**src/hdl/pvh_pkg.sv**
```systemverilog
`default_nettype none
package pvh_pkg;
  localparam int unsigned QueueDepth = 4;

  typedef enum logic [2:0] {
    KIND_SRC_ADDR = 3'd0, KIND_DST_ADDR = 3'd1, KIND_SRC_PORT = 3'd2,
    KIND_DST_PORT = 3'd3, KIND_TLV_TYPE = 3'd4, KIND_TLV_VALUE = 3'd5,
    KIND_FINAL = 3'd6
  } kind_e;

  typedef enum logic [1:0] {
    ST_OK = 2'd0, ST_INCOMPLETE = 2'd1, ST_BAD = 2'd2, ST_OVERRUN = 2'd3
  } status_e;

  typedef enum logic [6:0] {
    PH_IDLE = 7'b0000001, PH_FIXED = 7'b0000010, PH_ADDR = 7'b0000100,
    PH_TLVH = 7'b0001000, PH_VALUE = 7'b0010000, PH_SKIP = 7'b0100000,
    PH_DONE = 7'b1000000
  } phase_e;

  // One result beat
  typedef struct packed {
    logic [2:0]  kind;
    logic [7:0]  data_value;
    logic [15:0] field_offset;
    logic [15:0] tlv_length;
    logic [1:0]  status;
    logic        is_proxy;
    logic        is_tcp;
    logic        is_ipv6;
    logic [16:0] byte_count;
    logic        last;
  } result_t;

  // Up to two results per input beat
  typedef struct packed {
    logic    v0;
    logic    v1;
    result_t r0;
    result_t r1;
  } entry_t;

  function automatic logic [7:0] magic_byte(input logic [3:0] idx);
    logic [7:0] m;
    case (idx)
      4'd0: m = 8'h0D;
      4'd1: m = 8'h0A;
      4'd2: m = 8'h0D;
      4'd3: m = 8'h0A;
      4'd4: m = 8'h00;
      4'd5: m = 8'h0D;
      4'd6: m = 8'h0A;
      4'd7: m = 8'h51;
      4'd8: m = 8'h55;
      4'd9: m = 8'h49;
      4'd10: m = 8'h54;
      4'd11: m = 8'h0A;
      default: m = 8'h00;
    endcase
    return m;
  endfunction
endpackage
`default_nettype wire

```
**src/hdl/pvh_front.sv**
```systemverilog
`default_nettype none
// Parses one byte per beat, produces an entry of up to two results
module pvh_front import pvh_pkg::*; (
  input  wire logic       clk_i,
  input  wire logic       rst_ni,
  input  wire logic       in_valid_i,
  input  wire logic       stall_in_i,
  output logic            in_stall_o,
  input  wire logic [7:0] data_byte_i,
  input  wire logic       start_req_i,
  input  wire logic       end_of_data_i,
  output logic            push_o,
  output entry_t          entry_o
);
  phase_e      phase_q, phase_d;
  logic [16:0] rcv_q, rcv_d, cons_q, cons_d;
  logic        magic_q, magic_d, prx_q, prx_d, tcp_q, tcp_d, v6_q, v6_d, ovr_q, ovr_d;
  logic [15:0] clen_q, clen_d, tacc_q, tacc_d, tleft_q, tleft_d;
  logic [7:0]  ttype_q, ttype_d;
  logic [1:0]  tpos_q, tpos_d;

  assign in_stall_o = stall_in_i;
  wire acc = in_valid_i & ~in_stall_o;

  always_comb begin
    phase_e      ph;
    logic [16:0] rc, rcn, total, asz, body;
    logic [7:0]  b, cmd;
    logic [16:0] need;
    logic        fin, any, bad;
    entry_t      e;
    phase_d = phase_q; rcv_d = rcv_q; cons_d = cons_q; magic_d = magic_q;
    prx_d = prx_q; tcp_d = tcp_q; v6_d = v6_q; ovr_d = ovr_q; clen_d = clen_q;
    tacc_d = tacc_q; tleft_d = tleft_q; ttype_d = ttype_q; tpos_d = tpos_q;
    e = '0; ph = phase_q; b = data_byte_i; fin = 1'b0; bad = 1'b0;
    cmd = b & 8'hDF;
    if (start_req_i) begin
      rcv_d = '0; cons_d = '0; magic_d = 1'b1; prx_d = 1'b0; tcp_d = 1'b0;
      v6_d = 1'b0; ovr_d = 1'b0; clen_d = '0; tacc_d = '0; tleft_d = '0;
      ttype_d = '0; tpos_d = '0; ph = PH_FIXED;
    end
    rc = rcv_d; rcn = rc + 17'd1;
    total = 17'd16 + {1'b0, clen_d};
    asz = v6_d ? 17'd16 : 17'd4;
    body = rc - 17'd16;
    need = '0;
    any = !(ph == PH_IDLE || ph == PH_DONE);
    if (any) begin
      rcv_d = rcn;
      case (ph)
        PH_FIXED: begin
          if (rc < 17'd12) begin
            if (b != magic_byte(rc[3:0])) magic_d = 1'b0;
          end else if (rc == 17'd12) begin
            if (!b[5]) magic_d = 1'b0;
            if (cmd == 8'h01) prx_d = 1'b1;
            else if (cmd != 8'h00) magic_d = 1'b0;
          end else if (rc == 17'd13) begin
            if (prx_d) begin
              if (b[3:0] == 4'h1) tcp_d = 1'b1;
              else if (b[3:0] != 4'h2) magic_d = 1'b0;
              if (b[7:4] == 4'h2) v6_d = 1'b1;
              else if (b[7:4] != 4'h1) magic_d = 1'b0;
            end
          end else if (rc == 17'd14) begin
            clen_d = {b, 8'h00};
          end else begin
            clen_d = {clen_d[15:8], b};
            total = 17'd16 + {1'b0, clen_d};
            need = prx_d ? (v6_d ? 17'd36 : 17'd12) : 17'd0;
            if (!magic_d || {1'b0, clen_d} < need) begin
              bad = 1'b1; ph = PH_DONE;
            end else begin
              cons_d = 17'd16; ph = prx_d ? PH_ADDR : PH_TLVH;
            end
          end
        end
        PH_ADDR: begin
          e.v0 = 1'b1; e.r0.data_value = b;
          if (body < asz) begin
            e.r0.kind = KIND_SRC_ADDR; e.r0.field_offset = body[15:0];
          end else if (body < (asz << 1)) begin
            e.r0.kind = KIND_DST_ADDR; e.r0.field_offset = 16'(body - asz);
          end else if (body < (asz << 1) + 17'd2) begin
            e.r0.kind = KIND_SRC_PORT; e.r0.field_offset = 16'(body - (asz << 1));
          end else begin
            e.r0.kind = KIND_DST_PORT;
            e.r0.field_offset = 16'(body - (asz << 1) - 17'd2);
            if (body == (asz << 1) + 17'd3) begin
              cons_d = 17'd20 + (asz << 1); ph = PH_TLVH;
            end
          end
        end
        PH_TLVH: begin
          if (tpos_d == 2'd0) begin
            if (total - rc < 17'd3) ph = PH_SKIP;
            else begin ttype_d = b; tpos_d = 2'd1; end
          end else if (tpos_d == 2'd1) begin
            tacc_d = {b, 8'h00}; tpos_d = 2'd2;
          end else begin
            tacc_d = {tacc_d[15:8], b}; tpos_d = 2'd0;
            if ({1'b0, tacc_d} > total - rcn) begin
              ovr_d = 1'b1; ph = PH_SKIP;
            end else begin
              e.v0 = 1'b1; e.r0.kind = KIND_TLV_TYPE; e.r0.data_value = ttype_d;
              e.r0.tlv_length = tacc_d;
              if (tacc_d == 16'd0) cons_d = cons_d + 17'd3;
              else begin tleft_d = tacc_d; ph = PH_VALUE; end
            end
          end
        end
        PH_VALUE: begin
          e.v0 = 1'b1; e.r0.kind = KIND_TLV_VALUE; e.r0.data_value = b;
          e.r0.field_offset = tacc_d - tleft_d;
          tleft_d = tleft_d - 16'd1;
          if (tleft_d == 16'd0) begin
            cons_d = cons_d + 17'd3 + {1'b0, tacc_d}; ph = PH_TLVH;
          end
        end
        default: ;
      endcase
      if (bad) begin
        fin = 1'b1; e.r1.status = ST_BAD;
      end else if (ph == PH_FIXED) begin
        if (end_of_data_i) begin
          fin = 1'b1; e.r1.status = ST_INCOMPLETE; e.r1.byte_count = 17'd16 - rcn;
          ph = PH_DONE;
        end
      end else if (rcn >= total) begin
        fin = 1'b1; e.r1.status = ovr_d ? ST_OVERRUN : ST_OK;
        e.r1.byte_count = ovr_d ? 17'd0 : cons_d; ph = PH_DONE;
      end else if (end_of_data_i) begin
        fin = 1'b1; e.r1.status = ST_INCOMPLETE; e.r1.byte_count = total - rcn;
        ph = PH_DONE;
      end
      if (fin) begin
        e.v1 = 1'b1; e.r1.kind = KIND_FINAL; e.r1.last = 1'b1;
      end
    end
    // flags reflect state after this byte
    e.r0.is_proxy = prx_d; e.r0.is_tcp = tcp_d; e.r0.is_ipv6 = v6_d;
    e.r1.is_proxy = prx_d; e.r1.is_tcp = tcp_d; e.r1.is_ipv6 = v6_d;
    phase_d = ph;
    entry_o = e;
    push_o = acc & (e.v0 | e.v1);
  end

  always_ff @(posedge clk_i or negedge rst_ni) begin
    if (!rst_ni) begin
      phase_q <= PH_IDLE; rcv_q <= '0; cons_q <= '0; magic_q <= 1'b1;
      prx_q <= 1'b0; tcp_q <= 1'b0; v6_q <= 1'b0; ovr_q <= 1'b0; clen_q <= '0;
      tacc_q <= '0; tleft_q <= '0; ttype_q <= '0; tpos_q <= '0;
    end else if (acc) begin
      phase_q <= phase_d; rcv_q <= rcv_d; cons_q <= cons_d; magic_q <= magic_d;
      prx_q <= prx_d; tcp_q <= tcp_d; v6_q <= v6_d; ovr_q <= ovr_d; clen_q <= clen_d;
      tacc_q <= tacc_d; tleft_q <= tleft_d; ttype_q <= ttype_d; tpos_q <= tpos_d;
    end
  end
endmodule
`default_nettype wire

```
**src/hdl/pvh_queue.sv**
```systemverilog
`default_nettype none
// Small FIFO of parsed entries between front and back
module pvh_queue import pvh_pkg::*; #(
  parameter int unsigned Depth = QueueDepth
) (
  input  wire logic   clk_i,
  input  wire logic   rst_ni,
  input  wire logic   push_i,
  input  entry_t      data_i,
  output logic        full_o,
  output logic        empty_o,
  input  wire logic   pop_i,
  output entry_t      data_o
);
  localparam int unsigned AW = (Depth > 1) ? $clog2(Depth) : 1;
  entry_t        mem_q [Depth];
  logic [AW-1:0] wp_q, rp_q;
  logic [AW:0]   cnt_q;

  assign full_o  = (cnt_q == (AW+1)'(Depth));
  assign empty_o = (cnt_q == '0);
  assign data_o  = mem_q[rp_q];

  always_ff @(posedge clk_i) begin
    if (push_i) mem_q[wp_q] <= data_i;
  end

  always_ff @(posedge clk_i or negedge rst_ni) begin
    if (!rst_ni) begin
      wp_q <= '0; rp_q <= '0; cnt_q <= '0;
    end else begin
      if (push_i) wp_q <= (wp_q == AW'(Depth - 1)) ? '0 : wp_q + 1'b1;
      if (pop_i) rp_q <= (rp_q == AW'(Depth - 1)) ? '0 : rp_q + 1'b1;
      cnt_q <= cnt_q + (AW+1)'(push_i) - (AW+1)'(pop_i);
    end
  end
endmodule
`default_nettype wire

```
**src/hdl/pvh_back.sv**
```systemverilog
`default_nettype none
// Serializes each entry's one or two results onto the output register
module pvh_back import pvh_pkg::*; (
  input  wire logic clk_i,
  input  wire logic rst_ni,
  input  wire logic empty_i,
  input  entry_t    entry_i,
  output logic      pop_o,
  output logic      out_valid_o,
  input  wire logic out_stall_i,
  output result_t   res_o
);
  logic    vld_q, half_q;
  result_t res_q;
  logic    take, two;

  // output register free this cycle
  assign take = !vld_q || !out_stall_i;
  assign two = entry_i.v0 & entry_i.v1;
  assign pop_o = take & !empty_i & (!two | half_q);

  always_ff @(posedge clk_i) begin
    if (take && !empty_i) res_q <= (entry_i.v0 && !half_q) ? entry_i.r0 : entry_i.r1;
  end

  always_ff @(posedge clk_i or negedge rst_ni) begin
    if (!rst_ni) begin
      vld_q <= 1'b0; half_q <= 1'b0;
    end else if (take) begin
      vld_q <= !empty_i;
      if (!empty_i) half_q <= two & !half_q;
    end
  end

  assign out_valid_o = vld_q;
  assign res_o = res_q;
endmodule
`default_nettype wire

```
**src/hdl/proxy_v2_header_parser_unit.sv**
```systemverilog
// Path: each result passes the combinational parser, the queue and the output register.
// Throughput: one byte per cycle while the queue is not full; a byte yields at most two
//   results, the second drained by the output stage after the first, once it is free.
// Reset: rst_ni async active low; parser goes idle, queue and output empty.
`default_nettype none
module proxy_v2_header_parser_unit import pvh_pkg::*; #(
  parameter int unsigned QDepth = QueueDepth
) (
  input  wire logic        clk_i,
  input  wire logic        rst_ni,
  input  wire logic        in_valid_i,
  output logic             in_stall_o,
  input  wire logic [7:0]  data_byte_i,
  input  wire logic        start_req_i,
  input  wire logic        end_of_data_i,
  output logic             out_valid_o,
  input  wire logic        out_stall_i,
  output logic [2:0]       kind_o,
  output logic [7:0]       data_value_o,
  output logic [15:0]      field_offset_o,
  output logic [15:0]      tlv_length_o,
  output logic [1:0]       status_o,
  output logic             is_proxy_o,
  output logic             is_tcp_o,
  output logic             is_ipv6_o,
  output logic [16:0]      byte_count_o,
  output logic             last_o
);
  logic    push, full, empty, pop;
  entry_t  ent_in, ent_out;
  result_t res;

  pvh_front u_front (
    .clk_i, .rst_ni, .in_valid_i, .stall_in_i(full), .in_stall_o,
    .data_byte_i, .start_req_i, .end_of_data_i, .push_o(push), .entry_o(ent_in)
  );

  pvh_queue #(.Depth(QDepth)) u_queue (
    .clk_i, .rst_ni, .push_i(push), .data_i(ent_in), .full_o(full),
    .empty_o(empty), .pop_i(pop), .data_o(ent_out)
  );

  pvh_back u_back (
    .clk_i, .rst_ni, .empty_i(empty), .entry_i(ent_out), .pop_o(pop),
    .out_valid_o, .out_stall_i, .res_o(res)
  );

  assign kind_o = res.kind;
  assign data_value_o = res.data_value;
  assign field_offset_o = res.field_offset;
  assign tlv_length_o = res.tlv_length;
  assign status_o = res.status;
  assign is_proxy_o = res.is_proxy;
  assign is_tcp_o = res.is_tcp;
  assign is_ipv6_o = res.is_ipv6;
  assign byte_count_o = res.byte_count;
  assign last_o = res.last;
endmodule
`default_nettype wire

```
**config.mk**
```make
export PLATFORM = sky130hd
export DESIGN_NAME = proxy_v2_header_parser_unit
export DESIGN_NICKNAME = d
export VERILOG_FILES = /design/src/hdl/pvh_pkg.sv /design/src/hdl/pvh_front.sv /design/src/hdl/pvh_queue.sv /design/src/hdl/pvh_back.sv /design/src/hdl/proxy_v2_header_parser_unit.sv
export SDC_FILE = /design/constraint.sdc
export NUM_CORES = 1
export LEC_CHECK = 0
export BUFFER_PORTS_ARGS = -buffer_cell sky130_fd_sc_hd__buf_2
export CAP_MARGIN = 20
export CELL_PAD_IN_SITES_DETAIL_PLACEMENT = 0
export CELL_PAD_IN_SITES_GLOBAL_PLACEMENT = 1
export CORE_ASPECT_RATIO = 1.5
export CORE_MARGIN = 2
export CORE_UTILIZATION = 51
export CTS_CLUSTER_SIZE = 24
export DETAILED_ROUTE_END_ITERATION = 12
export HOLD_SLACK_MARGIN = 0.05
export PLACE_DENSITY = 0.89
export SETUP_SLACK_MARGIN = 0.15
export SYNTH_ARGS = -nofsm -noshare
export SYNTH_HDL_FRONTEND = slang
export SYNTH_SLANG_ARGS = --single-unit
```
**constraint.sdc**
```tcl
create_clock -name clk_i -period 10.9 [get_ports clk_i]
set_input_delay 1.09 -clock clk_i [delete_from_list [all_inputs] [get_ports clk_i]]
set_output_delay 1.09 -clock clk_i [all_outputs]
set_load 0.05 [all_outputs]
```
Word-level counts from Yosys, hierarchy flattened
Memories as Yosys holds them, arrays and structs flattened.
Cells that the tools add are included.
{ "totals": {"reg_bits": 179, "latchBits": 0, "mem_bits_rw": 296, "rom_bits": 96, "in_bits": 14, "n_memories": 2} }
{ "classes": {"n_addsub": 22, "multipliers": 0, "n_div": 0, "n_lt_le_gt_ge": 8, "n_eq_ne": 21, "n_shift": 0, "n_mux": 182, "n_bitwise": 10, "n_reduce_logical": 18} }
{ "mem_list": {"columns": ["memory", "words", "width", "rd", "rd_ports_with_merged_regs", "write_ports", "line_no", "source"], "rows": [
  ["u_queue.mem_q", 4, 74, 1, 0, 1, "pvh_queue.sv:16", "entry_t mem_q [Depth];"],
  ["(no name shown)", 16, 6, 1, 0, 0, "pvh_pkg.sv:45", "case (idx)"]
]} }
{ "ops": {"columns": ["op", "n"], "rows": [
  ["$mux W17", 31],
  ["$mux W16", 25],
  ["$mux W7", 22],
  ["$pmux W17 S4", 1],
  ["$mux W66", 1],
  ["$mux W1", 64],
  ["$mux W8", 8],
  ["$pmux W16 S2", 2],
  ["$add A17 B2 Y17 const B", 3],
  ["$eq A17 B4 Y1 const B", 3],
  ["$sub A17 B17 Y17", 3],
  ["$sub A16 B16 Y16", 3],
  ["$mux W45", 1],
  ["$add A5 B16 Y17 const A", 2],
  ["$mux W11", 3],
  ["$pmux W11 S3", 1],
  ["$logic_not A16 Y1", 2],
  ["$pmux W7 S4", 1],
  ["$mux W2", 13],
  ["$mux W18", 1],
  ["$add A17 B1 Y17 const B", 1],
  ["$add A17 B16 Y17", 1],
  ["$add A5 B17 Y17 const A", 1],
  ["$eq A17 B17 Y1", 1],
  ["45 further kinds", 67]
]} }

Longest topological paths before layout
Gate-level depths: netlist of the first run.
{ "logic_depth": {"word_depth": 22, "mapped_depth": 41, "mapped_depth_nobuf": 30} }

By module
A second synthesis of the first run with hierarchy kept.
{ "unflattened": {"hier_cells": 2921, "area_unflattened_um2": 38029.0} }
{ "modules_own_cells": {"columns": ["module", "instances", "cells_per_inst", "area_per_inst_um2", "seq_area_each_um2"], "rows": [
  ["pvh_queue", 1, 736, 19703.9, 16270.6],
  ["pvh_front", 1, 2037, 15280.9, 2605.0],
  ["pvh_back", 1, 148, 3044.2, 2031.9]
]} }

Worst setup path after synthesis of the first run
OpenSTA, ideal clock, no wires.
{ "synth_path": {"path_type": "input-to-reg", "start": "input port start_req_i", "end": "memory u_queue.mem_q[2][10] (netlist bit) (enable)", "setup_ns": 0.432, "arrival_time_ns": 9.984, "t_required_ns": 10.468, "path_slack_ns": 0.483, "stages": 37, "n_path_buf": 12, "path_cell_list": "buf_6 > buf_4 > buf_4 > buf_6 > buf_4 > buf_4 > buf_4 > buf_2 > buf_1 > clkbuf_1 > buf_1 > buf_1 > nor2b_1 > ha_1 > nand4_1 > nor2_1 > xnor2_1 > ha_1 > a31o_2 > a31oi_1 > o31ai_1 > a221oi_1 > o21bai_1 > a21o_1 > a21o_1 > a21oi_1 > xor2_1 > ha_1 > a21oi_1 > o2111ai_1 > nand2_1 > nor3_1 > a221oi_4 > nand4_1 > nand2b_1 > o31a_1 > and2_1"} }
{ "synth_lines": {"columns": ["item", "line_no", "source"], "rows": [
  ["start, declared", "proxy_v2_header_parser_unit.sv:14", "input wire logic start_req_i,"],
  ["end, declared", "pvh_queue.sv:16", null]
]} }

==> results of run 1 <==
flip-flops by register name, indices dropped and copies added, names as in the netlist, 2 cells and up:
name and count:
u_front.tleft_q 16, u_front.clen_q 16, u_front.rcv_q 17, u_queue.mem_q 268
u_front.ttype_q 8, u_queue.wp_q 2, u_front.cons_q 17, u_queue.rp_q 2
u_queue.cnt_q 3, u_front.tacc_q 16, u_front.phase_q 7, u_front.tpos_q 2
u_back.res_o 66
metal layers:
| metal | vias up | GRT usage | part of all wire |
|---|---|---|---|
| met5 | - | 0 | 0.00014 |
| met4 | 2 | 0.209 | 0.076 |
| met3 | 319 | 0.0480 | 0.064 |
| met2 | 1069 | 0.537 | 0.50 |
| met1 | 10400 | 0.356 | 0.36 |
| li1 | 9510 | - | - |
where the power goes:
| part | internal [mW] | switching, mW | leakage [nW] | total (mW) |
|---|---|---|---|---|
| clock network | 0.894 | 0.685 | 0.715 | 1.58 |
| registers | 2.25 | 0.176 | 4.71 | 2.42 |
| logic | 0.894 | 1.79 | 5.94 | 2.69 |
worst min-delay path by stage:
stage / cells past startpoint / startpoint / slack [ns] / endpoint
final: 2 / u_front.tcp_q / 0.50 / u_front.tcp_q
after global routing: 1 / u_front.tacc_q[2] / 0.52 / u_front.tacc_q[2]
after CTS: 2 / u_front.tcp_q / 0.50 / u_front.tcp_q
after detailed placement: 1 / u_front.ovr_q / 0.48 / u_front.ovr_q
after global placement: 2 / u_front.tcp_q / 0.47 / u_front.tcp_q
after floorplan: 2 / u_front.tcp_q / 0.45 / u_front.tcp_q
cell families after synthesis:
kind of cell | after synthesis | synth area share
compound gates | 601 | 0.146
xor+xnor | 164 | 0.0541
fa+ha+maj | 128 | 0.0595
buf+inv | 246 | 0.0374
flops | 447 | 0.472
mux | 103 | 0.0695
simple gates | 858 | 0.162
metrics by stage:
stage                     std cells  area [um^2]  hold slack (ns)
after global placement         3209        28300            0.466
after global routing           3288        29800            0.525
after CTS                      3288        29800            0.501
after detailed placement       3211        28300            0.482
after floorplan                2547        27300            0.450
final                          3289        29800            0.496
cells in the final DEF (no fill, tap or decap), types with 23 or more instances in the layout:
cell type and instances:
sky130_fd_sc_hd__mux4_2 66, sky130_fd_sc_hd__o21ai_0 141, sky130_fd_sc_hd__mux2i_1 23, sky130_fd_sc_hd__nor2b_1 53
sky130_fd_sc_hd__dfrtp_1 109, sky130_fd_sc_hd__and2_1 91, sky130_fd_sc_hd__clkbuf_16 42, sky130_fd_sc_hd__xnor2_1 104
sky130_fd_sc_hd__a21o_1 31, sky130_fd_sc_hd__nand3_1 71, sky130_fd_sc_hd__buf_4 37, sky130_fd_sc_hd__inv_1 103
sky130_fd_sc_hd__a21oi_1 152, sky130_fd_sc_hd__edfxtp_1 334, sky130_fd_sc_hd__nand2b_1 30, sky130_fd_sc_hd__nor2_1 171
sky130_fd_sc_hd__nand4_1 28, sky130_fd_sc_hd__xor2_1 55, sky130_fd_sc_hd__nor4_1 25, sky130_fd_sc_hd__a22o_1 45
sky130_fd_sc_hd__buf_2 80, sky130_fd_sc_hd__ha_1 114, sky130_fd_sc_hd__nand2_1 220, sky130_fd_sc_hd__nor3_1 67
cells in the mapped netlist, types with 28 or more instances:
master / number
sky130_fd_sc_hd__nand3_1: 71
sky130_fd_sc_hd__a22o_1: 45
sky130_fd_sc_hd__and2_1: 95
sky130_fd_sc_hd__a21o_1: 31
sky130_fd_sc_hd__inv_1: 103
sky130_fd_sc_hd__nor2b_1: 53
sky130_fd_sc_hd__nor3_1: 67
sky130_fd_sc_hd__nand2b_1: 30
sky130_fd_sc_hd__xnor2_1: 104
sky130_fd_sc_hd__nor2_1: 172
sky130_fd_sc_hd__o21ai_0: 141
sky130_fd_sc_hd__clkbuf_1: 90
sky130_fd_sc_hd__nand2_1: 221
sky130_fd_sc_hd__xor2_1: 55
sky130_fd_sc_hd__mux4_2: 66
sky130_fd_sc_hd__nand4_1: 28
sky130_fd_sc_hd__ha_1: 114
sky130_fd_sc_hd__edfxtp_1: 334
sky130_fd_sc_hd__dfrtp_1: 111
sky130_fd_sc_hd__a21oi_1: 153
critical path: cells and delay by family:
family	cells	cell delay [ns]
adder cells (fa/ha/maj)	2	0.63
XOR/XNOR	2	0.94
AND/OR/NAND/NOR	7	1.46
AO/OA/AOI/OAI	12	2.99
buffers and inverters	5	1.60
cell type report:
class                           instances  share of cell area
Antenna cell                            1           0.0000840
Clock buffer                           52              0.0379
Clock inverter                         25              0.0119
Inverter                              107              0.0136
Multi-Input combinational cell       1854               0.450
Sequential cell                       447               0.432
Tap cell                              682              0.0287
Timing Repair Buffer                  121              0.0255
==> qor.tcl, run 1 <==
set qor(run_status) {finished clean}
set qor(fraction_of_final_layout_cells_with_drive_strength_greater_than_1) 0.128
set qor(synth_sequential_area_ratio) 0.472
set qor(max_cap_viol_count) 0
set qor(total_power_mw) 6.69
set qor(post_synth_main_area_contributors) {sky130_fd_sc_hd__edfxtp_1 (37%), sky130_fd_sc_hd__dfrtp_1 (10%), sky130_fd_sc_hd__mux4_2 (5.5%)}
set qor(initialDrtViolationCount) 2053
set qor(hold_bufs_inserted_after_cts) 0
set qor(boundaryPins) 82
set qor(gp_congestion) 1.04
set qor(number_of_antenna_violations_at_the_first_check_in_global_routing) 2
set qor(max_stage_delay_ns) 0.73
set qor(cts-root-buf) {sky130_fd_sc_hd__clkbuf_16}
set qor(worst_skew_pair.late_latency_ns) 0.58
set qor(viasPerCell) 6.49
set qor(multi_input_area_mm2) 0.0134
set qor(cts.path.max_buffers) 3
set qor(detail_route.drc_violations) 0
set qor(antenna_violating_nets_post_route) 0
set qor(worst_setup_path_end_kind) {register}
set qor(port-buffer-count) 81
set qor(chipHeight_um) 287
set qor(slowest_cp_cell) {sky130_fd_sc_hd__xnor2_1}
set qor(postSynthAreaPerCell_um2) 10.7
set qor(cts_setup_buffers) 0
set qor(hold_path_class) {register to register}
set qor(fin_crit_sh) 0.787
set qor(totalNegativeSetupSlack_ns) 0
set qor(arr_time_crit_path_ns) 8.83
set qor(top_flip_flop_cell_by_instance_count_after_synthesis) {sky130_fd_sc_hd__edfxtp_1}
set qor(dieArea_mm2) 0.0553
set qor(timing.critical_path.mode_cell) {sky130_fd_sc_hd__buf_4}
set qor(fin_worst_skew_ns) 0.0245
set qor(cts_tree) {built}
set qor(power.density_cell_area_mw_per_mm2) 225
set qor(edff_count_synth) 334
set qor(start_util) 0.517
set qor(routed_wire_length_um) 86700
set qor(sequential_cell_area_mm2) 0.0129
set qor(critPathCapture) {u_queue.mem_q[1][51]}
set qor(synth.distinct_cells) 112
set qor(routedWlPerCell_um) 26.4
set qor(worst_r2r_endpoint) {u_queue.mem_q[1][51]}
set qor(postSynthCellCount) 2547
set qor(drt_pre_antenna_iters) 7
set qor(placementRows) 103
set qor(power.ir.vdd_worst_mv) 0.422
set qor(setup.worst_path.start_class) {primary input}
set qor(clkTransAtPathRegs_ns) 0.07
set qor(vias_in_the_first_global_route) 21100
set qor(route.vias.total) 21300
set qor(synth.yosys.warnings) 0
set qor(timing.slew.headroom) 0.252
set qor(standard_cell_core_area_mm2) 0.0527
set qor(final-max-slew-violation-count) 0
set qor(cts_inserted_buffers) 42
set qor(syn_area_mm2) 0.0273
set qor(cp_data_required_time_ns) 11.15
set qor(crit_path_start) {start_req_i}
set qor(setup_violations) 0
set qor(place_worst_setup_slack_ns) 1.93
set qor(regToRegStartpoint) {u_front.rcv_q[1]}
set qor(postSynthRegisterBits) 447
set qor(die_x_um) 193
set qor(worst_slack_setup_final_ns) 2.32
set qor(regToRegSetupSlack_ns) 2.57
set qor(crit_path_max_fanout) 65
set qor(finalCriticalPeriod_ns) 8.58
set qor(worst_margin_pin_slew_ns) 1.09
set qor(wire_length_of_the_first_global_routing_pass_um) 129000
set qor(grt.overflow.total) 0
set qor(tritoncts_num_sinks) 447
set qor(synth_nets) 2680
set qor(final_net_count) 2706
set qor(async_sr_flop_fraction) 0.253
set qor(detailed_place_hpwl_um) 63200
set qor(grtUsageTotal) 0.312
set qor(critical_path_class) {primary input to register}
set qor(cts_max_level) 2
set qor(maximum_number_of_pins_on_one_net_before_global_route_repair) 72
set qor(power_leakage_nw) 11.4
set qor(timing.final.hold_violations) 0
set qor(synth_largest_area_cell) {sky130_fd_sc_hd__edfxtp_1}
set qor(max_freq_ghz) 0.117
set qor(synthDominantCellAreaShare) 0.368
set qor(post_cts_resized) 0
set qor(reg2reg_depth) 28
set qor(grt_setup_unrepaired) {false}
set qor(nFillCells) 4397
set qor(finish.utilization) 0.565
set qor(synthToLayoutAreaGrowth_pct) 9.27
No activity file was read; power rests on OpenSTA's default activity.
==> inputs of run 2 (changes only) <==
==> constraint.sdc (replaced) <==
create_clock -name clk_i -period 8.8 [get_ports clk_i]
set_input_delay 0.88 -clock clk_i [delete_from_list [all_inputs] [get_ports clk_i]]
set_output_delay 0.88 -clock clk_i [all_outputs]
set_load 0.05 [all_outputs]
==> qor.tcl, run 2 (synthesis gave the netlist of run 1 again) <==
set qor(run_status) {finished clean}
set qor(setup_violations) 0 ;# unchanged
set qor(timing.slew.headroom) 0.197 ;# -0.0551
set qor(chipHeight_um) 287 ;# unchanged
set qor(vias_in_the_first_global_route) 21600 ;# +2.4%
set qor(maximum_number_of_pins_on_one_net_before_global_route_repair) 72 ;# unchanged
set qor(cts.path.max_buffers) 3 ;# unchanged
set qor(grt.overflow.total) 0 ;# unchanged
set qor(critical_path_class) {register to register}
set qor(route.vias.total) 21300 ;# +0.023%
set qor(top_register) {u_queue.mem_q}
set qor(internal-power_mw) 4.94 ;# +22%
set qor(final_net_count) 2719 ;# +0.48%
set qor(arr_time_crit_path_ns) 8.09 ;# -0.74 ns
set qor(power.ir.vdd_worst_mv) 0.366 ;# -13%
set qor(worst_skew_pair.late_latency_ns) 0.59 ;# about the same
set qor(clkTransAtPathRegs_ns) 0.08 ;# about the same
set qor(crit_path_max_fanout) 67 ;# +3.1%
set qor(post_cts_resized) 0 ;# unchanged
set qor(critical_path.n_buffers_inverters) 1 ;# -4
set qor(die_x_um) 193 ;# unchanged
set qor(timing.critical_path.mode_cell) {sky130_fd_sc_hd__a21o_1}
set qor(placedInstanceArea_mm2) 0.0284 ;# +0.22%
set qor(cts_max_level) 2 ;# unchanged
set qor(cts_tree) {built}
set qor(crit_path_start) {u_front.rcv_q[2]}
set qor(tritoncts_num_sinks) 447 ;# unchanged
set qor(initialDrtViolationCount) 2110 ;# +2.8%
set qor(synthToLayoutAreaGrowth_pct) 9.24 ;# about the same
set qor(cp_data_required_time_ns) 8.98 ;# -2.17 ns
set qor(wire_length_of_the_first_global_routing_pass_um) 134000 ;# +3.6%
set qor(drt_pre_antenna_iters) 7 ;# unchanged
set qor(detail_route.drc_violations) 0 ;# unchanged
set qor(max_freq_ghz) 0.126
set qor(gp_congestion) 1.02 ;# -2.2%
set qor(setup.worst_path.start_class) {register}
set qor(totalNegativeSetupSlack_ns) 0 ;# unchanged
set qor(boundaryPins) 82 ;# unchanged
set qor(power.density_cell_area_mw_per_mm2) 277 ;# +23%
set qor(seqPwrFrac) 0.363 ;# about the same
set qor(regToRegStartpoint) {u_front.rcv_q[2]}
set qor(fin_worst_skew_ns) 0.0332 ;# +0.00875 ns
set qor(switching_share) 0.402 ;# +0.00535
set qor(layout_common_cells) {sky130_fd_sc_hd__edfxtp_1 (334), sky130_fd_sc_hd__nand2_1 (220), sky130_fd_sc_hd__nor2_1 (171)}
set qor(routedWlPerCell_um) 27.2 ;# +3.3%
set qor(place_worst_setup_slack_ns) 0.602 ;# -1.33 ns
set qor(critPathTopFamily) {compound AO/OA/AOI/OAI gates}
set qor(cts_inserted_buffers) 42 ;# unchanged
set qor(fraction_of_final_layout_cells_with_drive_strength_greater_than_1) 0.133 ;# +0.00504
set qor(n_antenna_cell) 0 ;# -1
set qor(number_of_antenna_violations_at_the_first_check_in_global_routing) 1 ;# -1
set qor(grtUsageTotal) 0.326 ;# +0.0138
set qor(largest_register_ffs) 268 ;# unchanged
set qor(hold_bufs_inserted_after_cts) 0 ;# unchanged
set qor(start_util) 0.517 ;# unchanged
set qor(worst_slack_setup_final_ns) 0.892 ;# -1.43 ns
set qor(nFillCells) 4380 ;# -0.39%
set qor(worst_margin_pin_slew_ns) 1.20 ;# +0.108 ns
set qor(final_cell_area_excluding_filler_cells_mm2) 0.0298 ;# about the same
set qor(detailed_place_hpwl_um) 65800 ;# +4.1%
set qor(max_stage_delay_ns) 0.89 ;# +0.16 ns
set qor(placed_cells_incl_taps) 3223 ;# +0.37%
set qor(placementRows) 103 ;# unchanged
set qor(power_leakage_nw) 11.4 ;# +0.31%
set qor(hold_path_class) {primary input to async pin}
set qor(cts_setup_buffers) 0 ;# unchanged
set qor(dieArea_mm2) 0.0553 ;# unchanged
set qor(fin_crit_sh) 0.899
set qor(cts-root-buf) {sky130_fd_sc_hd__clkbuf_16}
set qor(post_layout_cell_count) 3302 ;# +0.40%
set qor(final-max-slew-violation-count) 0 ;# unchanged
set qor(viasPerCell) 6.46 ;# -0.37%
set qor(power.clock.fraction) 0.228 ;# -0.008
set qor(finalCriticalPeriod_ns) 7.91
set qor(port-buffer-count) 81 ;# unchanged
set qor(antenna_violating_nets_post_route) 0 ;# unchanged
set qor(slowest_cp_cell) {sky130_fd_sc_hd__and2_4}
set qor(grt_setup_unrepaired) {false}
set qor(standard_cell_core_area_mm2) 0.0527 ;# unchanged
set qor(final_common_cell) {sky130_fd_sc_hd__edfxtp_1}
set qor(timing.final.hold_violations) 0 ;# unchanged
set qor(max_cap_viol_count) 0 ;# unchanged
set qor(comb_power_share) 0.409 ;# +0.007
set qor(worst_setup_path_end_kind) {register}
set qor(routed_wire_length_um) 89900 ;# +3.7%
set qor(netSwitchingPower_mw) 3.32 ;# +25%
[run 2: changes by cell type in the layout (fill, tap and decap cells not counted), sizes merged]
cell	previous run	this run
buf	121	133
inv	109	116
bufinv	6	4
clkinvlp	2	0
clkbuf	52	51
diode	1	0
[run 2: layout make-up]
cell class                      instances  area (um^2)  area share
Tap cell                              682          853      0.0287
Clock buffer                           50         1080      0.0363
Multi-Input combinational cell       1854        13400       0.451
Clock inverter                         28          325      0.0109
Sequential cell                       447        12900       0.432
Inverter                              107          404      0.0136
Timing Repair Buffer                  134          808      0.0271
[run 2: through the flow]
stage	util	hold WS, ns	power (mW)
after floorplan	-	0.450	5.41
after global placement	0.538	0.465	6.29
after detailed placement	0.538	0.485	6.37
after CTS	0.565	0.483	8.27
after global routing	0.565	0.517	8.63
final	0.565	0.479	8.26
[run 2: worst reg2reg max path, stage by stage (launching register included)]
cell and delay [ns]:
sky130_fd_sc_hd__dfrtp_1 0.66, sky130_fd_sc_hd__nor2b_1 0.25, sky130_fd_sc_hd__ha_1 0.24, sky130_fd_sc_hd__and4_1 0.30, sky130_fd_sc_hd__nand3_1 0.19, sky130_fd_sc_hd__xor2_1 0.40, sky130_fd_sc_hd__clkinv_1 0.33, sky130_fd_sc_hd__ha_1 0.40
sky130_fd_sc_hd__a21o_1 0.22, sky130_fd_sc_hd__a21o_1 0.16, sky130_fd_sc_hd__o32a_1 0.16, sky130_fd_sc_hd__a31oi_1 0.35, sky130_fd_sc_hd__o21ai_0 0.22, sky130_fd_sc_hd__a21o_1 0.21, sky130_fd_sc_hd__a21oi_1 0.17, sky130_fd_sc_hd__xor2_1 0.16
sky130_fd_sc_hd__ha_1 0.25, sky130_fd_sc_hd__a21o_1 0.16, sky130_fd_sc_hd__a21oi_1 0.20, sky130_fd_sc_hd__o2111ai_1 0.14, sky130_fd_sc_hd__nand2_1 0.14, sky130_fd_sc_hd__nor3_1 0.10, sky130_fd_sc_hd__a221oi_4 0.33, sky130_fd_sc_hd__nand4_1 0.21
sky130_fd_sc_hd__nand2b_1 0.22, sky130_fd_sc_hd__o31a_1 0.42, sky130_fd_sc_hd__and2_4 0.90
[run 2: routing by layer]
| layer | wire length (um) | GRT usage | share of wire |
|---|---|---|---|
| met4 | 8270 | 0.254 | 0.092 |
| met2 | 44400 | 0.555 | 0.49 |
| met1 | 32000 | 0.363 | 0.36 |
| met3 | 5250 | 0.0479 | 0.058 |
| met5 | 15 | 0 | 0.00017 |
[run 2: final timing paths]
path | to | slack (ns) | depth (start not counted)
worst max register to register | u_queue.mem_q[0][66] | 0.89 | 26
min in group clk_i | u_front.phase_q[0] | 0.50 | 1
max in group asynchronous | u_front.tleft_q[15] | 6.93 | 2
worst min-delay path | u_front.cons_q[10] | 0.48 | 1
worst max-delay path | u_queue.mem_q[0][66] | 0.89 | 26
worst min register to register | u_front.phase_q[0] | 0.50 | 1
[run 2: power by group through the flow]
stage	registers (mW)	clock network (mW)	logic, mW
4_1_cts	3.00	1.90	3.36
2_1_floorplan	3.47	0	1.94
3_3_place_gp	3.01	0	3.28
5_1_grt	3.04	1.98	3.61
6_report	3.00	1.88	3.38
3_5_place_dp	3.04	0	3.34
